==> src/design/mte_pkg.sv <==
// shared types, constants and helper functions for the midi track event encoder
`timescale 1ns / 1ps
`default_nettype none

package mte_pkg;

   localparam int MTE_QUEUE_DEPTH = 2;
   localparam int MTE_MSG_BYTES   = 7;

   typedef enum logic [3:0] {
      OP_NOTE_OFF   = 4'd0,
      OP_NOTE_ON    = 4'd1,
      OP_POLY_PRESS = 4'd2,
      OP_CTRL       = 4'd3,
      OP_PROGRAM    = 4'd4,
      OP_CHAN_PRESS = 4'd5,
      OP_BEND       = 4'd6,
      OP_TEMPO      = 4'd7,
      OP_TIMESIG    = 4'd8,
      OP_NAME       = 4'd9,
      OP_EOT        = 4'd10,
      OP_TEXT       = 4'd11,
      OP_SYSEX      = 4'd12,
      OP_UNK_META   = 4'd13,
      OP_PAYLOAD    = 4'd14,
      OP_CLOSE      = 4'd15
   } mte_opcode_type;

   localparam logic [7:0] META_PREFIX  = 8'hFF;
   localparam logic [7:0] META_NAME    = 8'h03;
   localparam logic [7:0] META_TEMPO   = 8'h51;
   localparam logic [7:0] META_TIMESIG = 8'h58;
   localparam logic [7:0] META_EOT     = 8'h2F;
   localparam logic [7:0] SYSEX_START  = 8'hF0;
   localparam logic [7:0] LEN_ZERO     = 8'h00;
   localparam logic [7:0] LEN_TEMPO    = 8'h03;
   localparam logic [7:0] LEN_TIMESIG  = 8'h04;
   localparam logic [3:0] STATUS_BEND  = 4'hE;

   typedef struct packed {
      logic                              has_delta;
      logic [31:0]                       delta;
      logic [MTE_MSG_BYTES-1:0][7:0]     msg;
      logic [2:0]                        msg_len;
      logic                              has_plen;
      logic [31:0]                       plen;
   } mte_cmd_type;

   // index of the most significant 7-bit group of a quantity
   function automatic logic [2:0] vlq_top(input logic [31:0] v);
      logic [2:0] top;
      if (v[31:28] != 4'd0) begin
         top = 3'd4;
      end else if (v[27:21] != 7'd0) begin
         top = 3'd3;
      end else if (v[20:14] != 7'd0) begin
         top = 3'd2;
      end else if (v[13:7] != 7'd0) begin
         top = 3'd1;
      end else begin
         top = 3'd0;
      end
      return top;
   endfunction

   // one byte of a quantity, continuation bit on every group but the lowest
   function automatic logic [7:0] vlq_byte(input logic [31:0] v, input logic [2:0] g);
      logic [7:0] b;
      case (g)
         3'd0:    b = {1'b0, v[6:0]};
         3'd1:    b = {1'b1, v[13:7]};
         3'd2:    b = {1'b1, v[20:14]};
         3'd3:    b = {1'b1, v[27:21]};
         default: b = {1'b1, 3'b000, v[31:28]};
      endcase
      return b;
   endfunction

endpackage

`default_nettype wire

==> src/design/mte_req_if.sv <==
// request channel interface carrying track events
`timescale 1ns / 1ps
`default_nettype none

interface mte_req_if;
   logic               valid;
   logic               ready;
   logic [3:0]         opcode;
   logic [31:0]        event_tick;
   logic [3:0]         channel;
   logic [7:0]         first_byte;
   logic [7:0]         second_byte;
   logic [7:0]         third_byte;
   logic [7:0]         fourth_byte;
   logic signed [13:0] bend_value;
   logic [23:0]        tempo_value;
   logic [31:0]        payload_length;

   modport source (
      output valid, opcode, event_tick, channel, first_byte, second_byte,
             third_byte, fourth_byte, bend_value, tempo_value, payload_length,
      input  ready
   );

   modport sink (
      input  valid, opcode, event_tick, channel, first_byte, second_byte,
             third_byte, fourth_byte, bend_value, tempo_value, payload_length,
      output ready
   );
endinterface

`default_nettype wire

==> src/design/mte_rsp_if.sv <==
// response channel interface carrying track body bytes
`timescale 1ns / 1ps
`default_nettype none

interface mte_rsp_if;
   logic       valid;
   logic       ready;
   logic [7:0] out_byte;
   logic       last_of_run;

   modport source (
      output valid, out_byte, last_of_run,
      input  ready
   );

   modport sink (
      input  valid, out_byte, last_of_run,
      output ready
   );
endinterface

`default_nettype wire

==> src/design/mte_front.sv <==
// front end: accepts requests, tracks tick state and builds byte commands
`timescale 1ns / 1ps
`default_nettype none

module mte_front
   import mte_pkg::*;
(
   input  wire logic  clock,
   input  wire logic  reset,
   mte_req_if.sink    req_chan,
   input  wire logic  q_ready,
   output logic       q_push,
   output mte_cmd_type q_cmd
);

   logic [31:0]    prev_tick_ff;
   logic [31:0]    prev_tick_in;
   logic           eot_ff;
   logic           eot_in;
   logic           accept;
   mte_opcode_type op;
   logic [13:0]    bend_raw;

   assign req_chan.ready = q_ready;
   assign accept         = req_chan.valid && q_ready;
   assign op             = mte_opcode_type'(req_chan.opcode);
   // adding 8192 to a 14-bit value flips its top bit
   assign bend_raw       = {~req_chan.bend_value[13], req_chan.bend_value[12:0]};

   always_comb begin
      q_cmd           = '0;
      q_cmd.has_delta = 1'b1;
      q_cmd.delta     = req_chan.event_tick - prev_tick_ff;
      q_cmd.plen      = req_chan.payload_length;
      q_push          = accept;
      prev_tick_in    = prev_tick_ff;
      eot_in          = eot_ff;

      unique case (op)
         OP_NOTE_OFF, OP_NOTE_ON, OP_POLY_PRESS, OP_CTRL: begin
            q_cmd.msg[0]  = {1'b1, req_chan.opcode[2:0], req_chan.channel};
            q_cmd.msg[1]  = req_chan.first_byte;
            q_cmd.msg[2]  = req_chan.second_byte;
            q_cmd.msg_len = 3'd3;
         end
         OP_PROGRAM, OP_CHAN_PRESS: begin
            q_cmd.msg[0]  = {1'b1, req_chan.opcode[2:0], req_chan.channel};
            q_cmd.msg[1]  = req_chan.first_byte;
            q_cmd.msg_len = 3'd2;
         end
         OP_BEND: begin
            q_cmd.msg[0]  = {STATUS_BEND, req_chan.channel};
            q_cmd.msg[1]  = {1'b0, bend_raw[6:0]};
            q_cmd.msg[2]  = {1'b0, bend_raw[13:7]};
            q_cmd.msg_len = 3'd3;
         end
         OP_TEMPO: begin
            q_cmd.msg[0]  = META_PREFIX;
            q_cmd.msg[1]  = META_TEMPO;
            q_cmd.msg[2]  = LEN_TEMPO;
            q_cmd.msg[3]  = req_chan.tempo_value[23:16];
            q_cmd.msg[4]  = req_chan.tempo_value[15:8];
            q_cmd.msg[5]  = req_chan.tempo_value[7:0];
            q_cmd.msg_len = 3'd6;
         end
         OP_TIMESIG: begin
            q_cmd.msg[0]  = META_PREFIX;
            q_cmd.msg[1]  = META_TIMESIG;
            q_cmd.msg[2]  = LEN_TIMESIG;
            q_cmd.msg[3]  = req_chan.first_byte;
            q_cmd.msg[4]  = req_chan.second_byte;
            q_cmd.msg[5]  = req_chan.third_byte;
            q_cmd.msg[6]  = req_chan.fourth_byte;
            q_cmd.msg_len = 3'd7;
         end
         OP_NAME: begin
            q_cmd.msg[0]   = META_PREFIX;
            q_cmd.msg[1]   = META_NAME;
            q_cmd.msg_len  = 3'd2;
            q_cmd.has_plen = 1'b1;
         end
         OP_EOT: begin
            q_cmd.msg[0]  = META_PREFIX;
            q_cmd.msg[1]  = META_EOT;
            q_cmd.msg[2]  = LEN_ZERO;
            q_cmd.msg_len = 3'd3;
         end
         OP_SYSEX: begin
            q_cmd.msg[0]   = SYSEX_START;
            q_cmd.msg_len  = 3'd1;
            q_cmd.has_plen = 1'b1;
         end
         OP_TEXT, OP_UNK_META: begin
            q_cmd.msg[0]   = META_PREFIX;
            q_cmd.msg[1]   = req_chan.first_byte;
            q_cmd.msg_len  = 3'd2;
            q_cmd.has_plen = 1'b1;
         end
         OP_PAYLOAD: begin
            q_cmd.has_delta = 1'b0;
            q_cmd.msg[0]    = req_chan.first_byte;
            q_cmd.msg_len   = 3'd1;
         end
         OP_CLOSE: begin
            q_cmd.has_delta = 1'b0;
            q_cmd.msg[0]    = LEN_ZERO;
            q_cmd.msg[1]    = META_PREFIX;
            q_cmd.msg[2]    = META_EOT;
            q_cmd.msg[3]    = LEN_ZERO;
            q_cmd.msg_len   = 3'd4;
            q_push          = accept && !eot_ff;
         end
         default: begin
            q_cmd = '0;
         end
      endcase

      if (accept) begin
         if (op == OP_CLOSE) begin
            prev_tick_in = '0;
            eot_in       = 1'b0;
         end else if (op != OP_PAYLOAD) begin
            prev_tick_in = req_chan.event_tick;
            eot_in       = (op == OP_EOT);
         end
      end
   end

   always_ff @(posedge clock) begin
      if (reset) begin
         prev_tick_ff <= '0;
         eot_ff       <= 1'b0;
      end else begin
         prev_tick_ff <= prev_tick_in;
         eot_ff       <= eot_in;
      end
   end

endmodule

`default_nettype wire

==> src/design/mte_cmd_queue.sv <==
// short command queue between front end and serializer
`timescale 1ns / 1ps
`default_nettype none

module mte_cmd_queue
   import mte_pkg::*;
#(
   parameter int DEPTH = MTE_QUEUE_DEPTH
) (
   input  wire logic   clock,
   input  wire logic   reset,
   input  wire logic   push,
   input  wire mte_cmd_type push_cmd,
   output logic        push_ready,
   input  wire logic   pop,
   output logic        pop_valid,
   output mte_cmd_type pop_cmd
);

   localparam int PTR_W = $clog2(DEPTH);
   localparam int CNT_W = $clog2(DEPTH + 1);

   mte_cmd_type       mem_ff [DEPTH];
   logic [PTR_W-1:0]  wr_ptr_ff;
   logic [PTR_W-1:0]  wr_ptr_in;
   logic [PTR_W-1:0]  rd_ptr_ff;
   logic [PTR_W-1:0]  rd_ptr_in;
   logic [CNT_W-1:0]  count_ff;
   logic [CNT_W-1:0]  count_in;
   logic              do_push;
   logic              do_pop;

   assign push_ready = (count_ff != CNT_W'(DEPTH));
   assign pop_valid  = (count_ff != '0);
   assign pop_cmd    = mem_ff[rd_ptr_ff];
   assign do_push    = push && push_ready;
   assign do_pop     = pop && pop_valid;

   always_comb begin
      wr_ptr_in = wr_ptr_ff;
      rd_ptr_in = rd_ptr_ff;
      count_in  = count_ff;
      if (do_push) begin
         wr_ptr_in = (wr_ptr_ff == PTR_W'(DEPTH - 1)) ? '0 : wr_ptr_ff + PTR_W'(1);
      end
      if (do_pop) begin
         rd_ptr_in = (rd_ptr_ff == PTR_W'(DEPTH - 1)) ? '0 : rd_ptr_ff + PTR_W'(1);
      end
      if (do_push && !do_pop) begin
         count_in = count_ff + CNT_W'(1);
      end else if (do_pop && !do_push) begin
         count_in = count_ff - CNT_W'(1);
      end
   end

   always_ff @(posedge clock) begin
      if (do_push) begin
         mem_ff[wr_ptr_ff] <= push_cmd;
      end
   end

   always_ff @(posedge clock) begin
      if (reset) begin
         wr_ptr_ff <= '0;
         rd_ptr_ff <= '0;
         count_ff  <= '0;
      end else begin
         wr_ptr_ff <= wr_ptr_in;
         rd_ptr_ff <= rd_ptr_in;
         count_ff  <= count_in;
      end
   end

   a_count_bound: assert property (@(posedge clock) disable iff (reset)
      count_ff <= CNT_W'(DEPTH))
      else $error("queue count beyond depth");

   a_no_push_full: assert property (@(posedge clock) disable iff (reset)
      !push_ready |-> !push)
      else $error("push into full queue");

endmodule

`default_nettype wire

==> src/design/mte_back.sv <==
// serializer: walks delta, message and length bytes into the response register
`timescale 1ns / 1ps
`default_nettype none

module mte_back
   import mte_pkg::*;
(
   input  wire logic   clock,
   input  wire logic   reset,
   input  wire logic   q_valid,
   input  wire mte_cmd_type q_cmd,
   output logic        q_pop,
   mte_rsp_if.source   rsp_chan
);

   typedef enum logic [1:0] {
      ST_IDLE,
      ST_DELTA,
      ST_MSG,
      ST_PLEN
   } state_type;

   state_type   state_ff;
   state_type   state_in;
   logic [2:0]  idx_ff;
   logic [2:0]  idx_in;
   mte_cmd_type cmd_ff;
   mte_cmd_type cmd_in;
   logic        out_valid_ff;
   logic        out_valid_in;
   logic [7:0]  out_byte_ff;
   logic [7:0]  out_byte_in;
   logic        out_last_ff;
   logic        out_last_in;
   logic        advance;
   logic        cur_last;
   logic [7:0]  cur_byte;
   logic        load;

   assign rsp_chan.valid       = out_valid_ff;
   assign rsp_chan.out_byte    = out_byte_ff;
   assign rsp_chan.last_of_run = out_last_ff;

   assign advance = (state_ff != ST_IDLE) && (!out_valid_ff || rsp_chan.ready);

   always_comb begin
      cur_byte = 8'd0;
      cur_last = 1'b0;
      unique case (state_ff)
         ST_IDLE: begin
            cur_byte = 8'd0;
         end
         ST_DELTA: begin
            cur_byte = vlq_byte(cmd_ff.delta, idx_ff);
         end
         ST_MSG: begin
            cur_byte = cmd_ff.msg[idx_ff];
            cur_last = (idx_ff == cmd_ff.msg_len - 3'd1) && !cmd_ff.has_plen;
         end
         ST_PLEN: begin
            cur_byte = vlq_byte(cmd_ff.plen, idx_ff);
            cur_last = (idx_ff == 3'd0);
         end
         default: begin
            cur_byte = 8'd0;
         end
      endcase
   end

   assign load  = q_valid && ((state_ff == ST_IDLE) || (advance && cur_last));
   assign q_pop = load;

   always_comb begin
      state_in     = state_ff;
      idx_in       = idx_ff;
      cmd_in       = cmd_ff;
      out_valid_in = out_valid_ff;
      out_byte_in  = out_byte_ff;
      out_last_in  = out_last_ff;

      if (advance) begin
         out_valid_in = 1'b1;
         out_byte_in  = cur_byte;
         out_last_in  = cur_last;
         unique case (state_ff)
            ST_DELTA: begin
               if (idx_ff == 3'd0) begin
                  state_in = ST_MSG;
               end else begin
                  idx_in = idx_ff - 3'd1;
               end
            end
            ST_MSG: begin
               if (idx_ff == cmd_ff.msg_len - 3'd1) begin
                  if (cmd_ff.has_plen) begin
                     state_in = ST_PLEN;
                     idx_in   = vlq_top(cmd_ff.plen);
                  end else begin
                     state_in = ST_IDLE;
                  end
               end else begin
                  idx_in = idx_ff + 3'd1;
               end
            end
            ST_PLEN: begin
               if (idx_ff == 3'd0) begin
                  state_in = ST_IDLE;
               end else begin
                  idx_in = idx_ff - 3'd1;
               end
            end
            default: begin
               state_in = ST_IDLE;
            end
         endcase
      end else if (rsp_chan.ready) begin
         out_valid_in = 1'b0;
      end

      if (load) begin
         cmd_in   = q_cmd;
         state_in = q_cmd.has_delta ? ST_DELTA : ST_MSG;
         idx_in   = q_cmd.has_delta ? vlq_top(q_cmd.delta) : 3'd0;
      end
   end

   always_ff @(posedge clock) begin
      if (reset) begin
         state_ff     <= ST_IDLE;
         out_valid_ff <= 1'b0;
      end else begin
         state_ff     <= state_in;
         out_valid_ff <= out_valid_in;
      end
      idx_ff      <= idx_in;
      cmd_ff      <= cmd_in;
      out_byte_ff <= out_byte_in;
      out_last_ff <= out_last_in;
   end

   a_msg_idx: assert property (@(posedge clock) disable iff (reset)
      (state_ff == ST_MSG) |-> (idx_ff < cmd_ff.msg_len))
      else $error("message index beyond length");

   a_delta_cmd: assert property (@(posedge clock) disable iff (reset)
      (state_ff == ST_DELTA) |-> cmd_ff.has_delta)
      else $error("delta phase without delta");

   a_plen_cmd: assert property (@(posedge clock) disable iff (reset)
      (state_ff == ST_PLEN) |-> cmd_ff.has_plen)
      else $error("length phase without length");

endmodule

`default_nettype wire

==> src/design/midi_track_event_encoder_top.sv <==
// top level of the midi track event encoder
//
//  channel   dir  handshake          payload
//  req_chan  in   valid / ready      opcode, tick, channel, data bytes, bend, tempo, length
//  rsp_chan  out  valid / ready      out_byte, last_of_run
//
// one request accepted per cycle while the command queue has room
// the serializer emits one byte per cycle while rsp_chan is ready; a request yields
// 1 byte for payload, 4 or none for close, up to 12 for the longest events
// synchronous reset clears tick state, end marker flag, queue and output register
// response stalls fill the output register and then the queue, and drop req_chan.ready
`timescale 1ns / 1ps
`default_nettype none

module midi_track_event_encoder_top
   import mte_pkg::*;
#(
   parameter int QUEUE_DEPTH = MTE_QUEUE_DEPTH
) (
   input  wire logic clock,
   input  wire logic reset,
   mte_req_if.sink   req_chan,
   mte_rsp_if.source rsp_chan
);

   logic        q_push;
   logic        q_ready;
   logic        q_pop;
   logic        q_valid;
   mte_cmd_type push_cmd;
   mte_cmd_type pop_cmd;

   mte_front u_front (
      .clock    (clock),
      .reset    (reset),
      .req_chan (req_chan),
      .q_ready  (q_ready),
      .q_push   (q_push),
      .q_cmd    (push_cmd)
   );

   mte_cmd_queue #(
      .DEPTH (QUEUE_DEPTH)
   ) u_queue (
      .clock      (clock),
      .reset      (reset),
      .push       (q_push),
      .push_cmd   (push_cmd),
      .push_ready (q_ready),
      .pop        (q_pop),
      .pop_valid  (q_valid),
      .pop_cmd    (pop_cmd)
   );

   mte_back u_back (
      .clock    (clock),
      .reset    (reset),
      .q_valid  (q_valid),
      .q_cmd    (pop_cmd),
      .q_pop    (q_pop),
      .rsp_chan (rsp_chan)
   );

endmodule

`default_nettype wire
==> src/flat_wrapper.sv <==
// flat-port wrapper written by rule: the top's interface ports become plain ports
module midi_track_event_encoder_top_flat import mte_pkg::*;
#(
   parameter int QUEUE_DEPTH = MTE_QUEUE_DEPTH
)
  (clock, reset, req_chan_valid, req_chan_opcode, req_chan_event_tick, req_chan_channel, req_chan_first_byte, req_chan_second_byte, req_chan_third_byte, req_chan_fourth_byte, req_chan_bend_value, req_chan_tempo_value, req_chan_payload_length, req_chan_ready, rsp_chan_valid, rsp_chan_out_byte, rsp_chan_last_of_run, rsp_chan_ready);
  mte_req_if req_chan_i ();
  mte_rsp_if rsp_chan_i ();
  input  wire logic clock;
  input  wire logic reset;
  input wire logic [$bits(req_chan_i.valid)-1:0] req_chan_valid;
  input wire logic [$bits(req_chan_i.opcode)-1:0] req_chan_opcode;
  input wire logic [$bits(req_chan_i.event_tick)-1:0] req_chan_event_tick;
  input wire logic [$bits(req_chan_i.channel)-1:0] req_chan_channel;
  input wire logic [$bits(req_chan_i.first_byte)-1:0] req_chan_first_byte;
  input wire logic [$bits(req_chan_i.second_byte)-1:0] req_chan_second_byte;
  input wire logic [$bits(req_chan_i.third_byte)-1:0] req_chan_third_byte;
  input wire logic [$bits(req_chan_i.fourth_byte)-1:0] req_chan_fourth_byte;
  input wire logic [$bits(req_chan_i.bend_value)-1:0] req_chan_bend_value;
  input wire logic [$bits(req_chan_i.tempo_value)-1:0] req_chan_tempo_value;
  input wire logic [$bits(req_chan_i.payload_length)-1:0] req_chan_payload_length;
  output wire logic [$bits(req_chan_i.ready)-1:0] req_chan_ready;
  output wire logic [$bits(rsp_chan_i.valid)-1:0] rsp_chan_valid;
  output wire logic [$bits(rsp_chan_i.out_byte)-1:0] rsp_chan_out_byte;
  output wire logic [$bits(rsp_chan_i.last_of_run)-1:0] rsp_chan_last_of_run;
  input wire logic [$bits(rsp_chan_i.ready)-1:0] rsp_chan_ready;
  assign req_chan_i.valid = req_chan_valid;
  assign req_chan_i.opcode = req_chan_opcode;
  assign req_chan_i.event_tick = req_chan_event_tick;
  assign req_chan_i.channel = req_chan_channel;
  assign req_chan_i.first_byte = req_chan_first_byte;
  assign req_chan_i.second_byte = req_chan_second_byte;
  assign req_chan_i.third_byte = req_chan_third_byte;
  assign req_chan_i.fourth_byte = req_chan_fourth_byte;
  assign req_chan_i.bend_value = req_chan_bend_value;
  assign req_chan_i.tempo_value = req_chan_tempo_value;
  assign req_chan_i.payload_length = req_chan_payload_length;
  assign req_chan_ready = req_chan_i.ready;
  assign rsp_chan_valid = rsp_chan_i.valid;
  assign rsp_chan_out_byte = rsp_chan_i.out_byte;
  assign rsp_chan_last_of_run = rsp_chan_i.last_of_run;
  assign rsp_chan_i.ready = rsp_chan_ready;
  midi_track_event_encoder_top #(.QUEUE_DEPTH(QUEUE_DEPTH)) u_core (.clock(clock), .reset(reset), .req_chan(req_chan_i), .rsp_chan(rsp_chan_i));
endmodule
==> config.mk <==
export PLATFORM = sky130hd
export DESIGN_NAME = midi_track_event_encoder_top_flat
export DESIGN_NICKNAME = d
export VERILOG_FILES = /design/src/design/mte_pkg.sv /design/src/design/mte_req_if.sv /design/src/design/mte_rsp_if.sv /design/src/design/mte_front.sv /design/src/design/mte_cmd_queue.sv /design/src/design/mte_back.sv /design/src/design/midi_track_event_encoder_top.sv /design/src/flat_wrapper.sv
export SDC_FILE = /design/constraint.sdc
export NUM_CORES = 1
export LEC_CHECK = 0
export ABC_CLOCK_PERIOD_IN_PS = 8800
export BUFFER_PORTS_ARGS = -buffer_cell sky130_fd_sc_hd__buf_4
export CAP_MARGIN = 20
export CORE_UTILIZATION = 54
export DETAILED_ROUTE_END_ITERATION = 8
export PLACE_DENSITY = 0.76
export SLEW_MARGIN = 0
export SYNTH_ARGS = -nofsm -noshare
export SYNTH_HDL_FRONTEND = slang
export SYNTH_SLANG_ARGS = --single-unit
export TNS_END_PERCENT = 50
==> constraint.sdc <==
create_clock -name clock -period 8.8 [get_ports clock]
set_clock_uncertainty 0.2 [all_clocks]
set_input_delay 1.76 -clock clock [delete_from_list [all_inputs] [get_ports clock]]
set_output_delay 1.76 -clock clock [all_outputs]
set_load 0.05 [all_outputs]
==> impl_metrics.py, run 1 <==
metrics = {
    "run_status": {
        "status": "completed",
    },
    "route": {
        "m1WireLength_um": 16400,
        "routed_via_density": 5.74,
        "wl_per_cell_um": 19.7,
        "ant_nets": 0,
        "drt_iter0_drc": 898,
        "dr_wl_met3_um": 2130,
        "drt-pass1-iter-count": 5,
        "finalWirelength_um": 38000,
        "vias": 11100,
        "route.detailed.drc": 0,
        "top_layer_used": "met4",
        "wl_met2_um": 18800,
    },
    "yosys": {
        "syn_area_um2": 18500,
        "synthCells": 1294,
        "synth_compound_area_share_pct": 10.1,
        "ys_warn_count": 0,
        "syn-num-nets": 1485,
        "postSynthAreaPerCell_um2": 14.3,
        "seq_area_frac_synth_pct": 67.2,
        "synth_seq_cells": 427,
        "yosys.area_share.simple_pct": 6.20,
        "synth_top_family_by_area": "compound AO/OA/AOI/OAI gates",
        "yosys.area_share.xor_xnor_pct": 1.75,
        "synth-adder-area-share_pct": 3.09,
        "synth_largest_area_cell": "edfxtp_1",
        "synth_edf_count": 386,
        "muxShareOfSynthArea_pct": 9.19,
        "synth_area_leaders": "edfxtp_1, mux2_2, dfxtp_1",
        "dominantRegCellSynth": "edfxtp_1",
        "synth_top_area_share_pct": 62.7,
        "synth.distinct_cells": 62,
        "async_reset_ff_share_pct": 0,
    },
    "sta": {
        "fin_crit_ns": 4.43,
        "max_freq_mhz": 226,
        "drv_slew": 0,
        "rsz0062_at_grt": "false",
        "slew_headroom_pct": 26.8,
        "worst_slew_pin_slew_ns": 1.10,
        "setup_viol": 0,
        "hold_viol": 0,
        "fin_crit_sh_pct": 50.4,
        "final.setup.tns_ns": 0,
        "layout_setup_ws_ns": 4.37,
    },
    "power": {
        "leakagePower_nw": 7.73,
        "p_per_area_nw_per_um2": 319,
        "power_mw": 6.86,
        "ir_worst_vdd_uv": 203,
    },
    "die": {
        "initial_core_util_pct": 55.0,
        "die_w_um": 187,
        "core_um2": 33600,
        "ios": 157,
        "core.rowCount": 67,
        "die_h_um": 187,
        "die_area_um2": 35000,
    },
    "finish": {
        "num-nets-final": 1643,
        "antenna_cells": 0,
        "synthToLayoutAreaGrowth_pct": 16.4,
        "fillers": 2463,
        "design_area_um2": 21500,
        "drive_above_1_share_pct": 25.9,
    },
    "global_routing": {
        "grt_pass1_wl_um": 58800,
        "grt_pass1_vias": 11000,
        "antenna_found_initial": 0,
        "overflow": 0,
        "grt_util_all_layers_pct": 21.6,
        "grt_max_degree": 86,
    },
    "cts": {
        "cts_setup_buffers": 0,
        "clk_latency_ns": 0.55,
        "cts.sinks": 427,
        "clk_pin_slew_ns": 0.06,
        "cts_resized": 0,
        "numCtsBuffers": 43,
        "cts-root-buf": "clkbuf_16",
        "htree_levels": 2,
        "cts_hold_buf": 0,
        "clk_path_buf_depth": 3,
        "cts_tree": "done",
    },
    "placed_design": {
        "gp_congestion": 0.891,
        "place_hpwl_um": 25400,
        "place_area_um2": 20100,
        "io_buffers": 156,
        "dp_slack_ns": 3.75,
    },
    "critical_path": {
        "crit_path_cell_trace": "buf_4, nand2_1, nor2_1, a31oi_1, and2_4, buf_4",
        "worstPathArrival_ns": 4.39,
        "crit_fanout": 69,
        "end_kind": "flip-flop",
        "critical_path_required_ns": 8.76,
        "path_class": "primary input to flip-flop",
        "slowest_delay_ns": 0.83,
        "cp_slowest_cell": "buf_4",
        "start_kind": "primary input",
        "crit_top_cell": "buf_4",
    },
    "hold_path": {
        "min_path_type": "flip-flop to flip-flop",
    },
    "run": {
        "maxCapViolCount": 0,
    },
}
[layer usage]
metal / GRT usage, % / vias to the layer above
met5: 0 / -
met4: 6.12 / 0
met3: 3.21 / 52
met2: 36.3 / 346
met1: 29.3 / 5461
li1: - / 5244
[final cells by class]
type                            instances  area [um^2]  share of cell area [%]
Tap cell                              448          561                    2.61
Clock inverter                         22          215                    1.00
Timing Repair Buffer                  173         1300                    6.04
Inverter                               56          213                   0.989
Multi-Input combinational cell        751         5630                    26.2
Sequential cell                       427        12400                    57.7
Clock buffer                           57         1180                    5.48
[placed cells by master (no fill, tap or decap), types with 4 or more instances in the layout]
cell / instances
o21ai_0: 52
a222oi_1: 7
clkbuf_16: 44
and2_1: 11
a22o_1: 27
nand3_1: 15
a21oi_1: 55
mux2i_1: 11
o21bai_1: 4
clkinv_1: 6
dfxtp_1: 40
a211oi_1: 7
a31oi_1: 5
o21a_1: 4
clkinv_2: 6
ha_1: 44
nor3_1: 19
buf_4: 173
inv_1: 55
xor2_1: 14
nand2b_1: 9
mux2_2: 125
nor2_1: 95
nand2_1: 64
nor4_1: 6
xnor2_1: 23
a22oi_1: 61
mux4_2: 8
a21o_1: 20
nor2b_1: 8
a221o_1: 4
o211ai_1: 7
clkbuf_1: 10
edfxtp_1: 386
[synth_stat cells (2+ instances only)]
| master | number |
|---|---|
| nor4_1 | 6 |
| a222oi_1 | 7 |
| a22o_1 | 27 |
| a21boi_0 | 2 |
| nor3b_1 | 2 |
| or4_1 | 2 |
| ha_1 | 44 |
| xor2_1 | 14 |
| nand4_1 | 3 |
| a22oi_1 | 61 |
| inv_1 | 56 |
| nand3_1 | 15 |
| o21bai_1 | 5 |
| o211ai_1 | 7 |
| a221o_1 | 4 |
| mux4_2 | 8 |
| buf_1 | 5 |
| buf_2 | 8 |
| a211oi_1 | 7 |
| buf_4 | 2 |
| clkbuf_1 | 45 |
| nor2b_1 | 9 |
| o31ai_1 | 3 |
| and2_1 | 12 |
| nand2_1 | 64 |
| a21oi_1 | 55 |
| a31o_2 | 2 |
| nor3_1 | 20 |
| and4_1 | 2 |
| nor2_1 | 96 |
| or2_2 | 2 |
| mux2_2 | 125 |
| a31oi_1 | 5 |
| o21a_1 | 4 |
| o21ai_0 | 52 |
| nand2b_1 | 9 |
| xnor2_1 | 23 |
| mux2i_1 | 11 |
| or3_1 | 3 |
| dfxtp_1 | 41 |
| a21o_1 | 20 |
| edfxtp_1 | 386 |
[state kept, by name, summed over array words and instances, names as in the netlist, named ones only]
name and cells:
u_core.u_queue.mem_ff 250, u_core.u_back.cmd_ff 124, u_core.u_front.prev_tick_ff 32, u_core.u_back.rsp_chan.out_byte 8
u_core.u_back.idx_ff 3, u_core.u_back.state_ff 2, u_core.u_queue.count_ff 2, u_core.u_back.rsp_chan.last_of_run 1
u_core.u_back.rsp_chan.valid 1, u_core.u_front.eot_ff 1, u_core.u_queue.rd_ptr_ff 1, u_core.u_queue.wr_ptr_ff 1
[path summary, 6_finish.rpt]
| check | startpoint | slack, ns | end | cells after the start |
|---|---|---|---|---|
| worst max-delay path | req_chan_opcode[2] | 4.37 | u_core.u_queue.mem_ff[1][115] | 6 |
| worst max register to register | u_core.u_back.cmd_ff[33] | 4.69 | u_core.u_back.cmd_ff[16] | 11 |
| worst min register to register | u_core.u_front.prev_tick_ff[6] | 0.30 | u_core.u_front.prev_tick_ff[6] | 2 |
| worst min-delay path | u_core.u_front.prev_tick_ff[6] | 0.30 | u_core.u_front.prev_tick_ff[6] | 2 |
[through the flow]
stage          cells  hold slack (ns)  util (%)
2_1_floorplan   1294            0.265         -
3_3_place_gp    1854            0.279      59.8
3_5_place_dp    1854            0.284      59.8
4_1_cts         1933            0.302      64.0
5_1_grt         1934            0.322      64.0
6_report        1934            0.296      64.0
[critical path: cells and delay by family]
family / cells / cell delay, ns
buffers and inverters: 2 / 1.02
AND/OR/NAND/NOR: 3 / 1.12
AO/OA/AOI/OAI: 1 / 0.43
[power by group]
part / leakage, nW / internal (mW) / switching, mW / total [mW]
Sequential: 3.97 / 2.96 / 0.209 / 3.17
Clock: 0.674 / 1.04 / 0.742 / 1.78
Combinational: 3.09 / 0.728 / 1.18 / 1.91
Total: 7.73 / 4.73 / 2.13 / 6.86
[cell families after synthesis]
group,after synthesis
buffers and inverters,116
and+or+nand+nor,251
xor gates and xnor gates,37
adders and majority gates,45
muxes,144
DFF,427
AOI/OAI and AO/OA,274
Note: power is estimated with default switching activity, not from simulation.
==> run 2, diff against run 1 <==
- ABC_AREA: default -> 1
- ABC_CLOCK_PERIOD_IN_PS: 8800 -> 4570
- CORE_UTILIZATION: 54 -> 59
- PLACE_DENSITY: 0.76 -> 0.79
- clock period: 8.8 -> 4.57 ns (I/O delays scaled with it)
==> impl_metrics.py, run 2 <==
metrics = {
    "sta": {
        "hold_viol": 0,
        "slew_headroom_pct": 29.9,
        "fin_crit_ns": 3.34,
        "worst_slew_pin_slew_ns": 1.05,
        "setup_viol": 0,
        "fin_crit_sh_pct": 73.1,
        "holdWs_ns": 0.273,
        "max_freq_mhz": 300,
        "rsz0062_at_grt": "false",
        "drv_slew": 0,
    },
    "finish": {
        "final_cell_mix": "nand2_1, edfxtp_1, buf_4, inv_1, nor2_1",
        "antenna_cells": 0,
        "largest_reg_flops": 250,
        "synthToLayoutAreaGrowth_pct": 14.9,
        "top_register": "u_core.u_queue.mem_ff",
        "final_common_cell": "nand2_1",
        "largest_registers": "u_core.u_queue.mem_ff x250, u_core.u_back.cmd_ff x124, u_core.u_front.prev_tick_ff x32",
        "num-nets-final": 2158,
        "stdcell_count": 2396,
        "drive_above_1_share_pct": 14.0,
    },
    "hold_path": {
        "hold_path_startpoint": "u_core.u_front.eot_ff",
        "min_path_type": "flip-flop to flip-flop",
    },
    "yosys": {
        "dominantRegCellSynth": "edfxtp_1",
        "seq_area_frac_synth_pct": 64.8,
        "syn_area_um2": 19200,
        "postSynthAreaPerCell_um2": 10.6,
        "yosysMostFrequentCell": "nand2_1",
        "synthCells": 1813,
        "synth_top_area_share_pct": 60.5,
        "synth_seq_cells": 427,
        "async_reset_ff_share_pct": 0,
        "syn-num-nets": 2004,
        "synth.distinct_cells": 54,
        "synth_area_leaders": "edfxtp_1, nand2_1, dfxtp_1",
        "ys_top_cells_by_count": "nand2_1, edfxtp_1, inv_1",
        "ys_warn_count": 0,
        "synth_largest_area_cell": "edfxtp_1",
        "synth_edf_count": 386,
    },
    "cts": {
        "clk_pin_slew_ns": 0.06,
        "clk_path_buf_depth": 3,
        "cts_resized": 0,
        "cts.sinks": 427,
        "htree_levels": 2,
        "numCtsBuffers": 41,
        "cts_hold_buf": 0,
        "cts_tree": "done",
        "cts_setup_buffers": 0,
        "clk_latency_ns": 0.54,
        "cts-root-buf": "clkbuf_16",
    },
    "placed_design": {
        "io_buffers": 156,
        "placed_cells": 2326,
        "gp_congestion": 0.898,
        "place_hpwl_um": 31600,
    },
    "critical_path": {
        "start_kind": "flip-flop",
        "worstPathArrival_ns": 3.37,
        "crit_fanout": 50,
        "end_kind": "flip-flop",
        "rr_startpoint": "u_core.u_back.idx_ff[1]",
        "critical_path_required_ns": 4.60,
        "path_class": "flip-flop to flip-flop",
        "cp-startpoint": "u_core.u_back.idx_ff[1]",
    },
    "global_routing": {
        "grt_util_all_layers_pct": 26.9,
        "antenna_found_initial": 0,
        "overflow": 0,
        "grt_max_degree": 112,
        "grt_pass1_vias": 12900,
        "grt_pass1_wl_um": 68500,
    },
    "route": {
        "wl_per_cell_um": 18.7,
        "ant_nets": 0,
        "routed_via_density": 5.69,
        "drt-pass1-iter-count": 5,
        "route.detailed.drc": 0,
        "vias": 13600,
        "drt_iter0_drc": 1378,
        "finalWirelength_um": 44800,
    },
    "die": {
        "die_h_um": 182,
        "die_area_um2": 33200,
        "core.rowCount": 65,
        "ios": 157,
        "initial_core_util_pct": 60.4,
        "core_um2": 31700,
        "die_w_um": 182,
    },
    "run": {
        "maxCapViolCount": 0,
    },
    "power": {
        "p_per_area_nw_per_um2": 605,
        "ir_worst_vdd_uv": 396,
        "switching_share_pct": 34.8,
        "net-switching-power_mw": 4.64,
        "power_frac_clock_pct": 24.4,
        "seqPwrFrac_pct": 45.9,
        "pwr-share-comb_pct": 29.7,
        "leakagePower_nw": 8.89,
        "internal-power_mw": 8.67,
    },
    "run_status": {
        "status": "completed",
    },
}
run 2: cell count changes after synthesis, sizes merged, moves of 40 or more:
cell / change
nand2: +503
mux2: -125
inv: +116
nor2: +52
o21ai: +46
nand3: +40
run 2: layer usage:
metal	share of wire (%)	GRT usage, %	vias to the layer above
met5	0	0	-
met4	2.1	7.29	0
met3	8.1	3.63	73
met2	46	42.4	592
met1	43	39.6	6463
li1	-	-	6517
run 2: final timing paths:
| check | cells past startpoint | endpoint | slack (ns) |
|---|---|---|---|
| worst max-delay path | 11 | u_core.u_back.cmd_ff[77] | 1.23 |
| worst min-delay path | 2 | u_core.u_front.eot_ff | 0.27 |
| worst max register to register | 11 | u_core.u_back.cmd_ff[77] | 1.23 |
| worst min register to register | 2 | u_core.u_front.eot_ff | 0.27 |
run 2: logic make-up after synthesis:
| group | share of synthesized area (%) |
|---|---|
| compound gates | 8.97 |
| xor+xnor | 1.10 |
| fa+ha+maj | 2.98 |
| buf+inv | 4.96 |
| flops | 64.8 |
| mux | 0.0522 |
| simple gates | 17.2 |
run 2: final cells by class:
cell class / instances / area (um^2)
well taps: 402 / 503
fillers: 2306 / 9710
flip-flops and latches: 427 / 12400
clock buffers: 46 / 1070
repair buffers: 173 / 1350
clock inverters: 24 / 206
inverters: 173 / 661
multi-input cells: 1151 / 5810
run 2: worst max-delay path, cell delays in order (launching register included):
cell and delay (ns):
edfxtp_1 0.58, inv_4 0.27, ha_1 0.21, nand2_2 0.09, inv_2 0.24, nand2_1 0.10, nand2_2 0.11, nand2_2 0.05
nand2_2 0.09, nand2_2 0.17, inv_4 0.53, buf_4 0.36
run 2: through the flow:
| stage | utilization (%) | area [um^2] | setup TNS [ns] | power [mW] | setup slack (ns) |
|---|---|---|---|---|---|
| after CTS | 69.4 | 22000 | 0 | 13.3 | 1.22 |
| after global placement | 65.4 | 20700 | 0 | 9.95 | 1.32 |
| final | 69.4 | 22000 | 0 | 13.3 | 1.23 |
| after global routing | 69.4 | 22000 | 0 | 14.0 | 1.04 |
| after floorplan | - | 19200 | -249.06 | 8.83 | -0.869 |
| after detailed placement | 65.4 | 20700 | 0 | 10.1 | 1.21 |
run 2: power groups by stage:
| stage | clock [mW] | sequential [mW] | combinational [mW] |
|---|---|---|---|
| 5_1_grt | 3.43 | 6.20 | 4.34 |
| 4_1_cts | 3.28 | 6.11 | 3.94 |
| 3_5_place_dp | 0 | 6.18 | 3.91 |
| 6_report | 3.25 | 6.12 | 3.95 |
| 2_1_floorplan | 0 | 6.23 | 2.60 |
| 3_3_place_gp | 0 | 6.15 | 3.80 |
